### config.mk
export PLATFORM = sky130hd
export DESIGN_NAME = hec_encode
export DESIGN_NICKNAME = d
export VERILOG_FILES = /design/src/sv/hec_pkg.sv /design/src/sv/hec_syn.sv /design/src/sv/hec_encode.sv
export SDC_FILE = /design/constraint.sdc
export NUM_CORES = 1
export LEC_CHECK = 0
export BUFFER_PORTS_ARGS = -buffer_cell sky130_fd_sc_hd__buf_4
export CAP_MARGIN = 10
export CORE_ASPECT_RATIO = 0.9
export CORE_UTILIZATION = 42
export DETAILED_ROUTE_END_ITERATION = 7
export PLACE_DENSITY = 0.81
export SLEW_MARGIN = 20
export SYNTH_ARGS = -nofsm -noshare
export SYNTH_HDL_FRONTEND = slang
export SYNTH_SLANG_ARGS = --single-unit
### constraint.sdc
create_clock -name vclk -period 2.8
set_input_delay 0.56 -clock vclk [all_inputs]
set_output_delay 0.56 -clock vclk [all_outputs]
set_load 0.02 [all_outputs]
### src/sv/hec_pkg.sv
// Shared constants and elaboration-time helpers for the Hamming codec.
// No dependencies; every other file of the codec but hec_syn imports this package.
package hec_pkg;

  // Width of the data length register and of the code length value.
  localparam int CFG_W = 6;
  localparam int LEN_W = 6;

  // Operation selector carried on the input tuser bit.
  typedef enum logic {
    OP_ENCODE = 1'b0,
    OP_DECODE = 1'b1
  } op_t;

  // Smallest parity count r, searched up to 6, with 2^r >= n + r + 1; zero if none fits.
  function automatic int parity_count(input int n);
    int res;
    res = 0;
    for (int r = 6; r >= 0; r--) begin
      if ((1 << r) >= n + r + 1) begin
        res = r;
      end
    end
    return res;
  endfunction

  // True when a codeword position is a power of two (a parity position).
  function automatic bit is_pow2(input int p);
    return (p & (p - 1)) == 0;
  endfunction

  // Data bit index held at a non-power-of-two codeword position.
  function automatic int data_idx(input int p);
    int cnt;
    cnt = 0;
    for (int q = 1; q < p; q++) begin
      if (!is_pow2(q)) begin
        cnt++;
      end
    end
    return cnt;
  endfunction

endpackage

### src/sv/hec_syn.sv
// Syndrome XOR tree: XOR of the indices of all set codeword positions.
// No dependencies; the encoder and the decoder each instantiate it.
module hec_syn #(
  parameter int CW = 63,
  parameter int R  = 6
) (
  input  logic [CW-1:0] code,
  output logic [R-1:0]  syn
);

  // Each syndrome bit is the parity of the positions whose index has that bit.
  always_comb begin
    syn = '0;
    for (int b = 0; b < R; b++) begin
      for (int p = 1; p <= CW; p++) begin
        if (((p >> b) & 1) == 1) begin
          syn[b] = syn[b] ^ code[p-1];
        end
      end
    end
  end

endmodule

### src/sv/hec_encode.sv
// Encoder: places data bits at non-power-of-two positions and fills parity.
// Depends on hec_pkg and hec_syn.
module hec_encode #(
  parameter int DW = 57,
  parameter int CW = 63,
  parameter int R  = 6
) (
  input  logic [DW-1:0] data,
  output logic [CW-1:0] code
);
  import hec_pkg::*;

  logic [CW-1:0] placed;
  logic [R-1:0]  par;

  // Data placement; parity positions stay zero for the parity pass.
  for (genvar p = 1; p <= CW; p++) begin : g_place
    if (is_pow2(p)) begin : g_par
      assign placed[p-1] = 1'b0;
      assign code[p-1]   = par[$clog2(p)];
    end else begin : g_dat
      assign placed[p-1] = data[data_idx(p)];
      assign code[p-1]   = placed[p-1];
    end
  end

  // The syndrome of the data-only word is the parity needed at each 2^i.
  hec_syn #(.CW(CW), .R(R)) u_syn (
    .code (placed),
    .syn  (par)
  );

endmodule

==> results.py <==
metrics = {
    "outcome": {
        "status": "finished clean",
    },
    "global_route": {
        "grt_first_pass_wirelength_mm": 4.51,
        "grt.overflow.total": 0,
        "grt_max_degree": 5,
        "antenna_found_initial": 0,
        "grt_use_total_pct": 15.0,
        "grt_pass1_vias": 1039,
    },
    "power_and_ir_drop": {
        "leakage_nw": 1.17,
        "clockPowerShare_pct": 0,
        "p_switching_mw": 0.550,
        "combPwrFrac_pct": 100.0,
        "p_sw_share_pct": 42.6,
        "power_density_nw_per_um2": 607,
        "p_int_mw": 0.742,
        "ir_worst_vdd_v": 0.000555,
        "p_seq_share_pct": 0,
    },
    "setup_path": {
        "critPathSlowestCell": "xnor3_1",
        "required_ns": 2.24,
        "path_cells": "buf_4 > xnor3_1 > xnor2_2 > xnor3_1 > xnor3_1 > buf_4",
        "setup.worst_path.end_class": "primary output",
        "cp_num_buf_inv": 2,
        "path_class": "primary input to primary output",
        "startpoint": "data[43]",
        "path_common_cell": "xnor3_1",
        "path_depth": 6,
        "worstPathMaxFanout": 2,
        "critPathTopFamily": "XOR/XNOR gates",
        "arrival_ns": 2.18,
        "worstSetupStartpointType": "primary input",
        "critPathMaxStageDelay_ns": 0.43,
    },
    "detailed_routing": {
        "drt_pass1_iterations": 3,
        "drcViolationCount": 0,
        "ant_nets": 0,
        "wirelength_mm": 3.11,
        "first_iter_violations": 15,
        "wl_per_cell_um": 12.3,
        "num_vias": 1082,
        "avgViaCountPerCell": 4.26,
    },
    "die": {
        "die_width_um": 65.7,
        "initial_core_util_pct": 44.7,
        "coreArea_um2": 3430,
        "die_area_um2": 3900,
        "row_count": 20,
        "ios": 120,
        "die_h_um": 59.3,
    },
    "clock_network": {
        "hold_buffers": 0,
    },
    "sta": {
        "max_freq_mhz": 364,
        "hold_viol_final": 0,
        "finalCriticalPeriod_ns": 2.74,
        "drv_slew": 0,
        "slew_headroom_pct": 75.8,
        "whs_ns": 1.33,
        "fin_setup_tns_ns": 0,
        "setup_ws_ns": 0.0554,
        "tightestPinTransition_ns": 0.361,
        "rsz0062_at_grt": "yes",
        "post-route-period-util_pct": 98.0,
        "setup_violations": 0,
    },
    "synthesis": {
        "synth_top_area_cell": "xnor3_1",
        "synth.area.top_cells": "xnor3_1 35%, xnor2_1 29%, buf_4 28%",
        "synth_area_um2": 1530,
        "synth_top_area_share_pct": 35.3,
        "synth_commonest_cells": "57 x buf_4, 51 x xnor2_1, 24 x xnor3_1, 8 x xor2_1, 2 x xor3_1",
        "avgSynthCellArea_um2": 10.8,
        "synth_cells": 142,
        "yosysUniqueCellTypes": 5,
        "yosysMostFrequentCell": "buf_4",
        "syn_nets": 199,
        "synth_warnings": 0,
        "synth-seq-area-share_pct": 0,
    },
    "placed_design": {
        "dp_hpwl_mm": 2.88,
        "place_ws_ns": -0.0243,
        "gp_congestion": 0.726,
        "portBuffers": 120,
    },
    "layout": {
        "fillers": 287,
        "multiInputGateArea_um2": 1140,
        "seq_cells": 0,
        "antenna_cells": 0,
        "regArea_um2": 0,
        "clkbuf_count": 0,
        "drive_above_1_share_pct": 61.9,
        "finish.utilization_pct": 62.1,
        "syn2layout_area_growth_pct": 38.9,
        "nets": 269,
    },
    "min_path": {
        "min_path_cells": 2,
        "holdPathEnd": "code[6]",
        "hold_path_class": "primary input to primary output",
        "hp-start": "data[3]",
    },
    "run": {
        "max-cap-violations": 0,
    },
}
-- worst max-delay path by stage --
| stage | to | slack, ns |
|---|---|---|
| floorplan | code[1] | 0.18 |
| global placement | code[1] | -0.03 |
| detailed placement | code[1] | -0.02 |
| CTS | code[15] | 0.002 |
| global route | code[15] | -0.01 |
| finish | code[15] | 0.06 |
-- final cells by class --
cell class | instances | area share (%)
Multi-Input combinational cell | 85 | 53.3
Tap cell | 44 | 2.59
Timing Repair Buffer | 125 | 44.1
-- per-layer routing --
metal | up-vias | part of all wire [%] | global-route usage, %
met2 | 61 | 53 | 29.7
met5 | - | 0 | 0
met1 | 488 | 38 | 18.4
met3 | 0 | 9.7 | 1.73
li1 | 533 | - | -
met4 | 0 | 0 | 0
-- what timing repair did --
action / in CTS / in global routing
pin swaps: 1 / 2
resized for setup: 2 / 3
setup buffers: 0 / 0
endpoints found under the setup margin: 1 / 4
-- cells in the final DEF (no fill, tap or decap), drive strengths merged --
master	Yosys	routed
buf	57	125
xnor2	51	51
xnor3	24	24
xor2	8	8
xor3	2	2
-- metrics by stage --
| stage | power [mW] | instances | cell area, um^2 |
|---|---|---|---|
| CTS | 1.30 | 254 | 2110 |
| detailed placement | 1.29 | 254 | 2100 |
| global route | 1.38 | 254 | 2130 |
| floorplan | 0.906 | 142 | 1530 |
| global placement | 1.28 | 254 | 2100 |
| finish | 1.29 | 254 | 2130 |
-- power by group through the flow --
stage | combinational (mW) | sequential (mW) | clock [mW]
2_1_floorplan | 0.906 | 0 | 0
3_3_place_gp | 1.28 | 0 | 0
3_5_place_dp | 1.29 | 0 | 0
4_1_cts | 1.30 | 0 | 0
5_1_grt | 1.38 | 0 | 0
6_report | 1.29 | 0 | 0
-- kinds of logic (layout without fill, tap and decap cells) --
| logic type | after synthesis | count (layout) | synth area share, % |
|---|---|---|---|
| xor gates and xnor gates | 85 | 85 | 72.1 |
| buffers and inverters | 57 | 125 | 27.9 |
Power figures use the tool's default switching activity.
