--- src/sv/hec_pkg.sv ---
// Shared constants and elaboration-time helpers for the Hamming codec.
// No dependencies; every other file of the codec but hec_syn imports this package.
package hec_pkg;

  // Width of the data length register and of the code length value.
  localparam int CFG_W = 6;
  localparam int LEN_W = 6;

  // Operation selector carried on the input tuser bit.
  typedef enum logic {
    OP_ENCODE = 1'b0,
    OP_DECODE = 1'b1
  } op_t;

  // Smallest parity count r, searched up to 6, with 2^r >= n + r + 1; zero if none fits.
  function automatic int parity_count(input int n);
    int res;
    res = 0;
    for (int r = 6; r >= 0; r--) begin
      if ((1 << r) >= n + r + 1) begin
        res = r;
      end
    end
    return res;
  endfunction

  // True when a codeword position is a power of two (a parity position).
  function automatic bit is_pow2(input int p);
    return (p & (p - 1)) == 0;
  endfunction

  // Data bit index held at a non-power-of-two codeword position.
  function automatic int data_idx(input int p);
    int cnt;
    cnt = 0;
    for (int q = 1; q < p; q++) begin
      if (!is_pow2(q)) begin
        cnt++;
      end
    end
    return cnt;
  endfunction

endpackage

--- src/sv/hec_syn.sv ---
// Syndrome XOR tree: XOR of the indices of all set codeword positions.
// No dependencies; the encoder and the decoder each instantiate it.
module hec_syn #(
  parameter int CW = 63,
  parameter int R  = 6
) (
  input  logic [CW-1:0] code,
  output logic [R-1:0]  syn
);

  // Each syndrome bit is the parity of the positions whose index has that bit.
  always_comb begin
    syn = '0;
    for (int b = 0; b < R; b++) begin
      for (int p = 1; p <= CW; p++) begin
        if (((p >> b) & 1) == 1) begin
          syn[b] = syn[b] ^ code[p-1];
        end
      end
    end
  end

endmodule

--- src/sv/hec_decode.sv ---
// Decoder: computes the syndrome, flips the indicated bit, extracts data.
// Depends on hec_pkg and hec_syn.
module hec_decode #(
  parameter int DW = 57,
  parameter int CW = 63,
  parameter int R  = 6
) (
  input  logic [CW-1:0]             code,
  input  logic [hec_pkg::LEN_W-1:0] code_len,
  output logic [CW-1:0]             fixed,
  output logic [DW-1:0]             data,
  output logic [R-1:0]              syn,
  output logic                      err,
  output logic                      oor
);
  import hec_pkg::*;

  logic [CW-1:0] flip_vec;

  hec_syn #(.CW(CW), .R(R)) u_syn (
    .code (code),
    .syn  (syn)
  );

  // A syndrome past the code length is flagged and nothing is flipped.
  always_comb begin
    err = (syn != '0);
    oor = (LEN_W'(syn) > code_len);
    if (err && !oor) begin
      flip_vec = CW'(1) << (syn - R'(1));
    end else begin
      flip_vec = '0;
    end
    fixed = code ^ flip_vec;
  end

  // Data bits come from the non-power-of-two positions of the corrected word.
  for (genvar p = 1; p <= CW; p++) begin : g_ext
    if (!is_pow2(p)) begin : g_dat
      assign data[data_idx(p)] = fixed[p-1];
    end
  end

endmodule

--- config.mk ---
export PLATFORM = sky130hd
export DESIGN_NAME = hec_decode
export DESIGN_NICKNAME = d
export VERILOG_FILES = /design/src/sv/hec_pkg.sv /design/src/sv/hec_syn.sv /design/src/sv/hec_decode.sv
export SDC_FILE = /design/constraint.sdc
export NUM_CORES = 1
export LEC_CHECK = 0
export ABC_AREA = 1
export BUFFER_PORTS_ARGS = -buffer_cell sky130_fd_sc_hd__buf_2
export CORE_ASPECT_RATIO = 0.6
export CORE_MARGIN = 2
export CORE_UTILIZATION = 40
export DETAILED_ROUTE_END_ITERATION = 16
export PLACE_DENSITY = 0.68
export SLEW_MARGIN = 10
export SYNTH_ARGS = -nofsm -noshare
export SYNTH_HDL_FRONTEND = slang
export SYNTH_HIERARCHICAL = 1
export SYNTH_SLANG_ARGS = --single-unit
--- constraint.sdc ---
create_clock -name vclk -period 5.3
set_clock_uncertainty 0.05 [all_clocks]
set_input_delay 0.53 -clock vclk [all_inputs]
set_output_delay 0.53 -clock vclk [all_outputs]
set_load 0.01 [all_outputs]
==> metrics.log <==
INFO  metric synth_cells = slightly above 1k
INFO  metric route.detailed.drc = 0
INFO  metric dp.final_hpwl = roughly 16 mm
INFO  metric drv_slew = 0
INFO  metric yosys.area.top_type_share = 28.3%
INFO  metric detailed_place.area = 0.00582 mm²
INFO  metric grt_antenna_before_repair = 0
INFO  metric finalCritPeriodShare = 82.7%
INFO  metric post_cts_resized = 0
INFO  metric avg_vias_per_cell = 5.02
INFO  metric post_route_cells_drive_above_1_share = 20.9%
INFO  metric cts_post_setup_buffers_inserted = 0
INFO  metric syn-mean-instance-area = around 5.1 µm²
INFO  metric power_density = 286 mW/mm²
INFO  metric row_count = 32
INFO  metric synthXorXnorAreaFrac = between 15 and 20%
INFO  metric fin_ws = 0.917 ns
INFO  metric max_cap_violations = 0
INFO  metric vias_in_the_first_global_route = around 5.3k
INFO  metric ys_top_cells_by_count = nand2_1 (396), inv_1 (168), nand3_1 (104)
INFO  metric post_synthesis_to_final_layout_area_growth = 10.6%
INFO  metric die_width = 152 µm
INFO  metric nFlopsAndLatches = 0
INFO  metric grt_max_degree = 68
INFO  metric yosysSeqAreaShare = 0%
INFO  metric route.vias.total = 6,535
INFO  metric synth_area_leaders = nand2_1 (28%), inv_1 (12%), buf_4 (10%)
INFO  metric num-nets-final = 1,210
INFO  metric die_area = 0.0141 mm²
INFO  metric total_leakage_power = 3.73 nW
INFO  metric detail_route.first_pass.iterations = 5
INFO  metric timing_worst_slew_pin_value = 0.546 ns
INFO  metric finalSetupViolations = 0
INFO  metric die_height = 92.8 µm
INFO  metric wire_length_of_the_first_global_routing_pass = 29.5 mm
INFO  metric io-pin-count = 197
INFO  metric worstSetupPathType = primary input to primary output
INFO  metric start_util = 40.9%
INFO  metric combinational_family_with_the_most_area_after_synthesis = simple AND/OR/NAND/NOR gates
INFO  metric synth_warnings = 6
INFO  metric drt-total-wl = 19.7 mm
INFO  metric area_fraction_in_compound_gates_after_synthesis = 0.476%
INFO  metric wire_per_inst = 15.1 µm
INFO  metric outcome = complete, no violations
INFO  metric report.final.hold_viol_count = 0
INFO  metric drt_iter0_drcs = 624
INFO  metric ctsHoldBuffers = 0
INFO  metric place_congestion = approximately 0.99
INFO  metric synth.lib_cells_used.distinct = 33
INFO  metric biggest_fanout_along_the_worst_timing_path = between 60 and 70
INFO  metric setup.worst_path.start = code[28]
INFO  metric finalWorstPathRequiredPeriod = 4.38 ns
INFO  metric multi_input_comb_area = 0.00390 mm²
INFO  metric grt_overflow_total = 0
INFO  metric final_util = 45.2%
INFO  metric crit_path_start_kind = primary input
INFO  metric net_count_after_synthesis = about 1.1k
INFO  metric worst_hold_path_type = primary input to primary output
INFO  metric finalInstanceArea = 0.00582 mm²
INFO  metric layout.filler_cells = 1,458
INFO  metric grt_util_all_layers = 26.4%
INFO  metric synth-simple-area-share = 55.5%
INFO  metric synth_largest_area_cell = nand2_1
INFO  metric netlist_area = 0.00526 mm²
INFO  metric cp.required = 4.72 ns
INFO  metric rsz_0062_raised_after_global_routing = false
INFO  metric synthAdderAreaFrac = 1.43%
INFO  metric min_from = code[7]
INFO  metric dpl_worst_slack = between 0.9 and 1 ns
INFO  metric final-seq-area = 0 µm²
INFO  metric antenna_cells = 0
INFO  metric ant_nets = 0
INFO  metric synth.most_common_cell = nand2_1
INFO  metric totalNegativeSetupSlack = 0 ns
INFO  metric critical_path_arrival = 3.80 ns
INFO  metric synth_mux_area_share = 0%
INFO  metric layout.clock_buffers = 0
INFO  metric power.ir.vdd_worst = roughly 0.00025 V
INFO  metric fp.coreArea = 0.0129 mm²
INFO  metric timing.hold.ws = 1.35 ns
INFO  metric placement.io_buffers = 197
INFO  metric fmax = 228 MHz
INFO  metric worstSetupEndpointType = primary output
INFO  metric worst_slew_margin_rel = 63.6%
[cell families (layout without fill, tap and decap cells)]
| family | Yosys count | count (layout) |
|---|---|---|
| XOR/XNOR | 99 | 99 |
| buffers and inverters | 277 | 377 |
| AND/OR/NAND/NOR | 648 | 648 |
| AO/OA/AOI/OAI | 3 | 3 |
| adder cells (fa/ha/maj) | 6 | 6 |
[metal layers]
metal,track usage (%),part of all wire (%),vias up,wire length (µm)
met3,3.14,12,7,2350
met1,40.2,47,2883,9210
met4,1.17,0.43,0,85
met2,41.3,41,343,8010
met5,0,0,-,0
li1,-,-,3302,-
[per-stage QoR]
stage	std cells	total power, mW
after floorplan	1033	1.30
after global placement	1303	1.61
after detailed placement	1303	1.63
after CTS	1303	1.64
after global routing	1303	1.82
final	1303	1.66
[cell usage in the layout (no fill, tap or decap), types with 4 or more instances in the layout]
cell type / netlist / routed
buf_4: 72 / 6
inv_1: 168 / 168
nand4_1: 66 / 66
nand3_1: 104 / 104
or2_1: 4 / 4
xnor2_1: 56 / 56
nor2_2: 7 / 7
nand3_2: 4 / 4
nand2_1: 396 / 396
ha_1: 6 / 6
xor2_1: 42 / 42
buf_2: 17 / 197
nand3b_1: 11 / 11
nor2_1: 39 / 39
nand2_2: 7 / 6
inv_2: 4 / 4
[area by class of cell]
type	count	share of cell area, %
Inverter	173	11.2
Tap cell	170	3.66
Timing Repair Buffer	204	18.1
Multi-Input combinational cell	756	67.1
[critical path, stage by stage]
cell     delay [ns]
buf_2          0.19
inv_1          0.10
nand2_1        0.07
nand2_1        0.09
xor2_1         0.30
nand3_1        0.11
nand2_1        0.10
inv_1          0.04
nand2_1        0.07
nand2_1        0.05
nand2_1        0.05
nand2_1        0.24
ha_1           0.39
nand2_1        0.06
nor2_1         0.14
nand3_1        0.14
nand2_4        0.35
buf_12         0.30
nand3_1        0.11
nand2_1        0.08
nand2_1        0.09
buf_2          0.16
[path summary, 6_finish.rpt]
path  endpoint  cells past startpoint  slack [ns]
min   fixed[7]                      4        1.35
max   data[53]                     22        0.92
[power by group]
| group | total (mW) | internal (mW) | switching (mW) | leakage (nW) |
|---|---|---|---|---|
| Sequential | 0 | 0 | 0 | 0 |
| Clock | 0 | 0 | 0 | 0 |
| Combinational | 1.66 | 0.457 | 1.21 | 3.73 |
| Total | 1.66 | 0.457 | 1.21 | 3.73 |
No activity file was read; power rests on OpenSTA's default activity.
